===== src/sv/tfsc_pkg.sv =====
// ----------------------------------------------------------------------------
// tfsc_pkg: shared types and constants of the thermal fan speed controller
// Item formats, operation codes, register indexes and the fixed constants of
// the fan curve and the PWM duty mapping.
// ----------------------------------------------------------------------------
package tfsc_pkg;

  // Width of the shared adder, enough for the curve numerator with sign.
  localparam int AluW = 23;

  typedef enum logic [1:0] {
    OpSample   = 2'd0,
    OpToggle   = 2'd1,
    OpDecrease = 2'd2,
    OpIncrease = 2'd3
  } op_e;

  typedef enum logic [2:0] {
    RegOnTemp    = 3'd0,
    RegOffTemp   = 3'd1,
    RegFullTemp  = 3'd2,
    RegHighFloor = 3'd3,
    RegLowFloor  = 3'd4,
    RegStep      = 3'd5
  } cfg_idx_e;

  typedef struct packed {
    op_e                op;
    logic signed [11:0] driver_temp;
    logic signed [11:0] regulator_temp;
  } in_item_t;

  typedef struct packed {
    logic [6:0] fan_percent;
    logic [7:0] pwm_duty;
    logic       manual_active;
    logic       auto_running;
  } out_item_t;

  // Reset values of the configuration registers.
  localparam logic signed [11:0] OnTempRst   = 12'sd592;
  localparam logic signed [11:0] OffTempRst  = 12'sd528;
  localparam logic signed [11:0] FullTempRst = 12'sd720;
  localparam logic [6:0]         HighFloorRst = 7'd50;
  localparam logic [6:0]         LowFloorRst  = 7'd30;
  localparam logic [6:0]         StepRst      = 7'd20;

  localparam logic [6:0]  MaxSpeed = 7'd100;
  localparam logic [7:0]  PwmBase  = 8'd100;
  localparam logic [7:0]  PwmSpan  = 8'd155;
  // ceil(2^22 / 100): exact quotient by 100 for all products up to 15500.
  localparam logic [15:0] PwmRecip = 16'd41944;

endpackage


===== src/sv/tfsc_alu.sv =====
// ----------------------------------------------------------------------------
// tfsc_alu: shared adder and subtractor of the fan speed controller
// One two's complement adder that the sequencer uses for the temperature
// compares and differences, the curve sum and every division step.
// ----------------------------------------------------------------------------
module tfsc_alu (
  input  logic [tfsc_pkg::AluW-1:0] a_i,
  input  logic [tfsc_pkg::AluW-1:0] b_i,
  input  logic                      sub_i,
  output logic [tfsc_pkg::AluW-1:0] res_o,
  output logic                      neg_o
);
  import tfsc_pkg::*;

  logic [AluW-1:0] b_op;

  assign b_op  = sub_i ? ~b_i : b_i;
  assign res_o = a_i + b_op + {{(AluW-1){1'b0}}, sub_i};
  assign neg_o = res_o[AluW-1];

endmodule


===== src/sv/thermal_fan_speed_controller.sv =====
// ----------------------------------------------------------------------------
// thermal_fan_speed_controller: hysteresis fan curve controller
// Turns temperature samples and manual key items into a fan speed in percent
// and a PWM duty, with on/off hysteresis and two linear speed curves.
// ----------------------------------------------------------------------------
// Usage:
//   The input channel carries one item per handshake: either a pair of
//   sensor temperatures (op sample) or a manual key (toggle, decrease,
//   increase). Every accepted item yields exactly one output item with the
//   speed, the PWM duty and the mode flags after the update.
//   The input side is stalled while an item is in work. A key item or a
//   sample ignored in manual mode goes from decode straight to the output
//   state, a sample that stops the fan or lands between the thresholds
//   while it is off passes the on and off compares first, and a sample on
//   a curve then forms the span, both products, their sum and the curve
//   quotient, by restoring division on the one shared adder, one quotient
//   bit per cycle. The next item is taken the cycle after the output state.
//   The output register parts the two sides: a new input item is taken while
//   a finished one waits, and a sequence only stalls in its last state if the
//   receiver still holds the previous output item.
//   Configuration writes are always ready and take effect on the next cycle;
//   they are meant to be made only while the block is idle.
//   Reset clears the speed and both mode flags, loads the default thresholds,
//   floors and step and empties the output register.
// ----------------------------------------------------------------------------
module thermal_fan_speed_controller (
  input  logic                 clk_i,
  input  logic                 rst_ni,
  input  logic                 in_valid_i,
  output logic                 in_stall_o,
  input  tfsc_pkg::in_item_t   in_item_i,
  output logic                 out_valid_o,
  input  logic                 out_stall_i,
  output tfsc_pkg::out_item_t  out_item_o,
  input  logic                 cfg_valid_i,
  output logic                 cfg_ready_o,
  input  logic [2:0]           cfg_index_i,
  input  logic [11:0]          cfg_data_i
);
  import tfsc_pkg::*;

  // Sequencer states, one-hot.
  typedef enum logic [9:0] {
    StIdle   = 10'b0000000001,
    StDecode = 10'b0000000010,
    StCmpOn  = 10'b0000000100,
    StCmpOff = 10'b0000001000,
    StSpan   = 10'b0000010000,
    StMul1   = 10'b0000100000,
    StMul2   = 10'b0001000000,
    StAdd    = 10'b0010000000,
    StDiv    = 10'b0100000000,
    StOut    = 10'b1000000000
  } state_e;

  localparam logic [2:0] DivTop = 3'd7;

  state_e state_q, state_d;

  // Configuration registers.
  logic signed [11:0] on_q, off_q, full_q;
  logic [6:0]         high_q, low_q, step_q;

  // Controller state.
  logic [6:0] speed_q, speed_d;
  logic       manual_q, manual_d;
  logic       auto_q, auto_d;

  // Working registers of one item.
  in_item_t           item_q, item_d;
  logic signed [11:0] g_q, g_d;
  logic [12:0]        diff_q, diff_d;
  logic [12:0]        span_q, span_d;
  logic [6:0]         floor_q, floor_d;
  logic               start_on_q, start_on_d;
  logic               ge_on_q, ge_on_d;
  logic [20:0]        prod_q, prod_d;
  logic [AluW-1:0]    acc_q, acc_d;
  logic [2:0]         cnt_q, cnt_d;
  logic [5:0]         quo_q, quo_d;

  // Output register.
  logic      out_valid_q, out_valid_d;
  out_item_t out_item_q, out_item_d;

  // Shared adder and multiplier operands.
  logic [AluW-1:0] alu_a, alu_b, alu_res;
  logic            alu_sub, alu_neg;
  logic [12:0]     mul_a;
  logic [7:0]      mul_b;
  logic [20:0]     mul_p;

  logic            in_accept;
  logic            out_free;
  logic [AluW-1:0] span_shift;
  logic [6:0]      quo_full;
  logic [7:0]      key_sum;
  logic [14:0]     pwm_prod;
  logic [30:0]     pwm_scaled;
  logic [7:0]      pwm_duty;

  assign in_stall_o  = (state_q != StIdle);
  assign in_accept   = in_valid_i && !in_stall_o;
  assign out_valid_o = out_valid_q;
  assign out_item_o  = out_item_q;
  assign cfg_ready_o = 1'b1;
  assign out_free    = !out_valid_q || !out_stall_i;

  tfsc_alu u_alu (
    .a_i   (alu_a),
    .b_i   (alu_b),
    .sub_i (alu_sub),
    .res_o (alu_res),
    .neg_o (alu_neg)
  );

  // The shared multiplier of the curve; both uses are sign-correct modulo 2^21.
  assign mul_p = {{8{mul_a[12]}}, mul_a} * {{13{mul_b[7]}}, mul_b};

  assign span_shift = {{(AluW-13){span_q[12]}}, span_q} << cnt_q;
  assign quo_full   = {quo_q, !alu_neg};
  assign key_sum    = {1'b0, speed_q} + {1'b0, step_q};

  // PWM duty: 0 at zero speed, else 100 + speed * 155 / 100, with the quotient
  // by 100 taken as a multiply by the reciprocal and a shift.
  assign pwm_prod   = {8'b0, speed_q} * {7'b0, PwmSpan};
  assign pwm_scaled = {16'b0, pwm_prod} * {15'b0, PwmRecip};
  assign pwm_duty   = (speed_q == 7'd0) ? 8'd0 : PwmBase + pwm_scaled[29:22];

  // Operand selection for the shared units.
  always_comb begin
    alu_a   = '0;
    alu_b   = '0;
    alu_sub = 1'b1;
    mul_a   = diff_q;
    mul_b   = {1'b0, MaxSpeed} - {1'b0, floor_q};
    case (state_q)
      StDecode: begin
        alu_a = {{(AluW-12){item_q.driver_temp[11]}}, item_q.driver_temp};
        alu_b = {{(AluW-12){item_q.regulator_temp[11]}}, item_q.regulator_temp};
      end
      StCmpOn: begin
        alu_a = {{(AluW-12){g_q[11]}}, g_q};
        alu_b = {{(AluW-12){on_q[11]}}, on_q};
      end
      StCmpOff: begin
        alu_a = {{(AluW-12){g_q[11]}}, g_q};
        alu_b = {{(AluW-12){off_q[11]}}, off_q};
      end
      StSpan: begin
        alu_a = {{(AluW-12){full_q[11]}}, full_q};
        alu_b = start_on_q ? {{(AluW-12){on_q[11]}}, on_q}
                           : {{(AluW-12){off_q[11]}}, off_q};
      end
      StMul2: begin
        mul_a = span_q;
        mul_b = {1'b0, floor_q};
      end
      StAdd: begin
        alu_a   = acc_q;
        alu_b   = {{(AluW-21){prod_q[20]}}, prod_q};
        alu_sub = 1'b0;
      end
      StDiv: begin
        alu_a = acc_q;
        alu_b = span_shift;
      end
      default: begin
      end
    endcase
  end

  // Sequencer.
  always_comb begin
    state_d     = state_q;
    speed_d     = speed_q;
    manual_d    = manual_q;
    auto_d      = auto_q;
    item_d      = item_q;
    g_d         = g_q;
    diff_d      = diff_q;
    span_d      = span_q;
    floor_d     = floor_q;
    start_on_d  = start_on_q;
    ge_on_d     = ge_on_q;
    prod_d      = prod_q;
    acc_d       = acc_q;
    cnt_d       = cnt_q;
    quo_d       = quo_q;
    out_valid_d = out_valid_q && out_stall_i;
    out_item_d  = out_item_q;

    case (state_q)
      StIdle: begin
        if (in_accept) begin
          item_d  = in_item_i;
          state_d = StDecode;
        end
      end
      StDecode: begin
        state_d = StOut;
        case (item_q.op)
          OpSample: begin
            // The hotter sensor drives the curve; manual mode ignores samples.
            g_d = alu_neg ? item_q.regulator_temp : item_q.driver_temp;
            if (!manual_q) begin
              state_d = StCmpOn;
            end
          end
          OpToggle: begin
            if (speed_q != MaxSpeed) begin
              manual_d = 1'b1;
              speed_d  = MaxSpeed;
            end else begin
              manual_d = 1'b0;
              speed_d  = 7'd0;
            end
          end
          OpDecrease: begin
            if (speed_q <= step_q) begin
              manual_d = 1'b0;
              speed_d  = 7'd0;
            end else begin
              manual_d = 1'b1;
              speed_d  = speed_q - step_q;
            end
          end
          OpIncrease: begin
            manual_d = 1'b1;
            speed_d  = (key_sum >= {1'b0, MaxSpeed}) ? MaxSpeed : key_sum[6:0];
          end
          default: begin
          end
        endcase
      end
      StCmpOn: begin
        ge_on_d = !alu_neg;
        diff_d  = alu_res[12:0];
        state_d = StCmpOff;
      end
      StCmpOff: begin
        // Hysteresis: on at or above the on threshold, off below the off threshold;
        // in between a running fan takes the low curve and a stopped fan stays off.
        if (ge_on_q) begin
          auto_d     = 1'b1;
          start_on_d = 1'b1;
          floor_d    = high_q;
          state_d    = StSpan;
        end else if (alu_neg) begin
          auto_d  = 1'b0;
          speed_d = 7'd0;
          state_d = StOut;
        end else if (auto_q) begin
          start_on_d = 1'b0;
          floor_d    = low_q;
          diff_d     = alu_res[12:0];
          state_d    = StSpan;
        end else begin
          state_d = StOut;
        end
      end
      StSpan: begin
        span_d  = alu_res[12:0];
        state_d = StMul1;
      end
      StMul1: begin
        // An empty or reversed span gives full speed.
        if (span_q[12] || (span_q == 13'd0)) begin
          speed_d = MaxSpeed;
          state_d = StOut;
        end else begin
          prod_d  = mul_p;
          state_d = StMul2;
        end
      end
      StMul2: begin
        acc_d   = {{(AluW-21){prod_q[20]}}, prod_q};
        prod_d  = mul_p;
        state_d = StAdd;
      end
      StAdd: begin
        acc_d   = alu_res;
        cnt_d   = DivTop;
        state_d = StDiv;
      end
      StDiv: begin
        if (cnt_q == DivTop) begin
          // First step: a non-positive numerator means zero speed, and a
          // quotient of 128 or more saturates.
          if (acc_q[AluW-1] || (acc_q == '0)) begin
            speed_d = 7'd0;
            state_d = StOut;
          end else if (!alu_neg) begin
            speed_d = MaxSpeed;
            state_d = StOut;
          end else begin
            quo_d = 6'd0;
            cnt_d = cnt_q - 3'd1;
          end
        end else begin
          if (!alu_neg) begin
            acc_d = alu_res;
          end
          if (cnt_q == 3'd0) begin
            speed_d = (quo_full > MaxSpeed) ? MaxSpeed : quo_full;
            state_d = StOut;
          end else begin
            quo_d = {quo_q[4:0], !alu_neg};
            cnt_d = cnt_q - 3'd1;
          end
        end
      end
      StOut: begin
        if (out_free) begin
          out_valid_d              = 1'b1;
          out_item_d.fan_percent   = speed_q;
          out_item_d.pwm_duty      = pwm_duty;
          out_item_d.manual_active = manual_q;
          out_item_d.auto_running  = auto_q;
          state_d                  = StIdle;
        end
      end
      default: begin
        state_d = StIdle;
      end
    endcase
  end

  always_ff @(posedge clk_i or negedge rst_ni) begin
    if (!rst_ni) begin
      state_q     <= StIdle;
      speed_q     <= 7'd0;
      manual_q    <= 1'b0;
      auto_q      <= 1'b0;
      out_valid_q <= 1'b0;
    end else begin
      state_q     <= state_d;
      speed_q     <= speed_d;
      manual_q    <= manual_d;
      auto_q      <= auto_d;
      out_valid_q <= out_valid_d;
    end
  end

  // Configuration registers; indexes beyond the list are ignored.
  always_ff @(posedge clk_i or negedge rst_ni) begin
    if (!rst_ni) begin
      on_q   <= OnTempRst;
      off_q  <= OffTempRst;
      full_q <= FullTempRst;
      high_q <= HighFloorRst;
      low_q  <= LowFloorRst;
      step_q <= StepRst;
    end else if (cfg_valid_i && cfg_ready_o) begin
      case (cfg_idx_e'(cfg_index_i))
        RegOnTemp:    on_q   <= cfg_data_i;
        RegOffTemp:   off_q  <= cfg_data_i;
        RegFullTemp:  full_q <= cfg_data_i;
        RegHighFloor: high_q <= cfg_data_i[6:0];
        RegLowFloor:  low_q  <= cfg_data_i[6:0];
        RegStep:      step_q <= cfg_data_i[6:0];
        default: begin
        end
      endcase
    end
  end

  // Payload and working registers need no reset.
  always_ff @(posedge clk_i) begin
    item_q     <= item_d;
    g_q        <= g_d;
    diff_q     <= diff_d;
    span_q     <= span_d;
    floor_q    <= floor_d;
    start_on_q <= start_on_d;
    ge_on_q    <= ge_on_d;
    prod_q     <= prod_d;
    acc_q      <= acc_d;
    cnt_q      <= cnt_d;
    quo_q      <= quo_d;
    out_item_q <= out_item_d;
  end

endmodule


===== config.mk =====
export PLATFORM = sky130hd
export DESIGN_NAME = thermal_fan_speed_controller
export DESIGN_NICKNAME = d
export VERILOG_FILES = /design/src/sv/tfsc_pkg.sv /design/src/sv/tfsc_alu.sv /design/src/sv/thermal_fan_speed_controller.sv
export SDC_FILE = /design/constraint.sdc
export NUM_CORES = 1
export LEC_CHECK = 0
export BUFFER_PORTS_ARGS = -buffer_cell sky130_fd_sc_hd__clkbuf_2
export CORE_ASPECT_RATIO = 1.1
export CORE_MARGIN = 4
export CORE_UTILIZATION = 55
export DETAILED_ROUTE_END_ITERATION = 12
export HOLD_SLACK_MARGIN = 0.05
export PLACE_DENSITY = 0.72
export SYNTH_ARGS = -nofsm -noshare
export SYNTH_HDL_FRONTEND = slang
export SYNTH_SLANG_ARGS = --single-unit

===== constraint.sdc =====
create_clock -name clk_i -period 23 [get_ports clk_i]
set_clock_uncertainty 0.05 [all_clocks]
set_input_delay 2.3 -clock clk_i [delete_from_list [all_inputs] [get_ports clk_i]]
set_output_delay 2.3 -clock clk_i [all_outputs]
set_load 0.01 [all_outputs]

==> summary.md <==
| Metric | Value |
|---|---|
| Worst-Skew Late Latency | 0.56 ns |
| R2r endpoint | out_item_o[9]$_SDFFCE_PN0P_ |
| Num CTS Buffers | 26 |
| Port Buffer Count | 64 |
| CP max FO | 10 |
| Die height | 209 um |
| Setup TNS | 0 ns |
| Post-cts resize count | 0 |
| Minimum clock period | 9.69 ns |
| Vias in the first global route | 15000 |
| Reg2reg setup slack | 13.31 ns |
| Cell count of the worst reg-to-reg path | 33 |
| Hold_buf cts | 0 |
| Total GRT Usage | 25.2% |
| Yosys top cell area share | 21.3% |
| Drc violations | 0 |
| Reg2reg start | speed_q[5]$_DFFE_PN0P_ |
| Setup crit end | out_item_o[9]$_SDFFCE_PN0P_ |
| Synthesized area per cell | 10.1 um2 |
| # H-tree levels | 1 |
| Post-Syn Instances | 1997 |
| Nets | 2474 |
| DIE AREA | 0.0398 mm2 |
| Avg WL per Cell | 19.6 um |
| Critical path type | reg -> reg |
| Tcrit/Tclk final | 42.1% |
| Initial antenna violation count | 1 |
| Grt total ovfl | 0 |
| Origin of the worst setup path | speed_q[5]$_DFFE_PN0P_ |
| Mapped Area | 0.0202 mm2 |
| CP arrival | 10.05 ns |
| Initial Util | 55.8% |
| Crit start category | register |
| Total vias in the final route | 14600 |
| Crit end category | register |
| Sequential area share after synthesis | 30.9% |
| CTS max path bufs | 3 |
| Cell with the most instances on the worst path | fa_1 |
| EDFF count, synth | 143 |
| CTS tree | built |
| CP max stage delay | 0.67 ns |
| Max Cap Viol | 0 |
| Setup repair bufs after CTS | 0 |
| Hold crit path type | reg -> reg |
| Share of cells above drive strength 1 | 12.6% |
| Worst Max-Slew Pin Slew | 1.23 ns |
| RSZ-0062 raised after global routing | no |
| Routed WL | 50000 um |
| Status | finished clean |
| Top Ports | 66 |
| Post-DP HPWL | 40000 um |
| Routed vias/inst | 5.73 |
| Slowest-stage cell, CP | xnor2_1 |
| Req. time, crit path | 23.36 ns |
| Detailed Routing Iterations Pass 1 | 7 |
| Fin. max-slew vios | 0 |
| First-pass GRT wire length | 80100 um |
| Post-synthesis cell type count | 85 |
| DIE WIDTH | 191 um |
| Row Count | 73 |
| Routed Antenna Nets | 0 |
| Gpl congestion | 0.960 |
| Core area | 0.0362 mm2 |
| Fin. Hold Viols | 0 |
| Setup violators final | 0 |
| Largest net degree at the start of global routing | 78 |
| # clock sinks | 220 |
| Synth-to-Final Area Change | 8.87% |
| Root buffer selected by CTS | clkbuf_16 |
| Synth area leader | edfxtp_1 |
| Syn Nets | 2421 |
| Layout fillers | 3015 |
| Worst rel slew slack | 17.3% |
| Ys Warns | 0 |
| Initial DRC count | 1077 |
| Ranking of synthesized cells by area | edfxtp_1, fa_1, ha_1 |
| Flip-flop and latch count after synthesis | 220 |
| Peak Freq | 0.103 GHz |
| N_diodes | 0 |
| Post-synth ARST share | 35.0% |
| Ys flop type | edfxtp_1 |
| Clock transition at the registers of the reported paths | 0.07 ns |
==> worst max-delay path: cells and delay by family (launching register included) <==
kind / cells / cell delay (ns)
xor+xnor: 2 / 0.83
simple gates: 5 / 1.07
fa+ha+maj: 11 / 4.62
flops: 1 / 0.55
buf+inv: 5 / 0.33
compound gates: 9 / 2.01
mux: 1 / 0.08
==> metrics by stage <==
stage	instance area [um2]	util, %	hold WS, ns	setup WS (ns)	std cells
floorplan	20200	-	0.397	14.23	1997
global placement	21100	58.3	0.433	13.65	2509
detailed placement	21100	58.3	0.446	13.39	2509
CTS	22000	60.8	0.459	13.37	2557
global route	22000	60.8	0.464	12.61	2557
finish	22000	60.8	0.455	13.31	2557
==> registers in the layout, indices dropped and copies added (netlist names), 13 cells and up <==
| register | flops |
|---|---|
| out_item_o | 17 |
| prod_q | 21 |
| span_q | 13 |
| acc_q | 23 |
| diff_q | 13 |
| item_q | 26 |
==> routing by layer <==
layer  up-vias  global-route usage (%)  wire length [um]
li1       6915                       -                 -
met1      7174                    34.6             21400
met2       470                    41.8             24100
met3        88                    4.09              3290
met4         0                    6.76              1310
met5         -                   0.496                 0
==> worst min path at each step <==
| stage | from | endpoint | slack, ns | cells after the start |
|---|---|---|---|---|
| 3_3_place_gp | high_q[0]$_DFFE_PN0P_ | high_q[0]$_DFFE_PN0P_ | 0.43 | 1 |
| 4_1_cts | off_q[8]$_DFFE_PN0P_ | off_q[8]$_DFFE_PN0P_ | 0.46 | 1 |
| 3_5_place_dp | off_q[8]$_DFFE_PN0P_ | off_q[8]$_DFFE_PN0P_ | 0.45 | 1 |
| 2_1_floorplan | auto_q$_DFFE_PN0P_ | out_item_o[0]$_DFFE_PP_ | 0.40 | 0 |
| 6_report | low_q[5]$_DFFE_PN0P_ | low_q[5]$_DFFE_PN0P_ | 0.45 | 1 |
| 5_1_grt | off_q[8]$_DFFE_PN0P_ | off_q[8]$_DFFE_PN0P_ | 0.46 | 1 |
==> cells in the final DEF, fill, tap and decap left out, types with 58 or more instances in the layout <==
master,n
nor2_1,138
clkbuf_2,63
nand2_1,196
mux2_2,78
inv_1,282
fa_1,157
ha_1,221
a21oi_1,84
edfxtp_1,143
o21ai_0,66
dfrtp_1,58
xnor2_1,68
==> cell usage after synthesis (7+ instances only) <==
cell / number
dfrtp_1: 58
or2_2: 14
nand4_1: 11
a31oi_1: 12
nor4_1: 13
nand2_1: 196
nand2b_1: 23
dfstp_2: 19
buf_2: 7
nor2_1: 138
ha_1: 221
xor2_1: 24
o21bai_1: 14
nor2b_1: 16
fa_1: 157
xnor2_1: 68
inv_1: 282
a21o_1: 30
o22ai_1: 9
clkbuf_1: 41
a222oi_1: 13
or3_1: 17
and3_1: 8
a21oi_1: 85
and2_1: 19
mux2_2: 78
nand3_1: 25
mux2i_1: 37
o21a_1: 11
edfxtp_1: 143
buf_1: 7
nor3_1: 24
a21boi_0: 8
o21ai_0: 66
==> logic make-up (layout without fill, tap and decap cells) <==
family / after synthesis / count (layout) / share of synthesized area [%]
buffers and inverters: 340 / 413 / 6.42
XOR/XNOR: 93 / 93 / 4.07
multiplexers: 118 / 118 / 6.41
AND/OR/NAND/NOR: 540 / 540 / 12.8
AO/OA/AOI/OAI: 307 / 307 / 10.1
adder cells (fa/ha/maj): 378 / 378 / 29.3
flip-flops: 220 / 220 / 30.9
other: 1 / 1 / 0.0186
==> area by class of cell <==
type | instances | area, um2 | area share, %
multi-input combinational | 1437 | 12700 | 57.9
sequential | 220 | 6240 | 28.4
inverter | 283 | 1060 | 4.83
clock buffer | 35 | 704 | 3.21
tap | 487 | 609 | 2.77
timing repair buffer | 82 | 458 | 2.08
clock inverter | 13 | 174 | 0.791
Power is not shown: default switching activity piles up to over one toggle a cycle in this logic, so the estimate is an artifact.
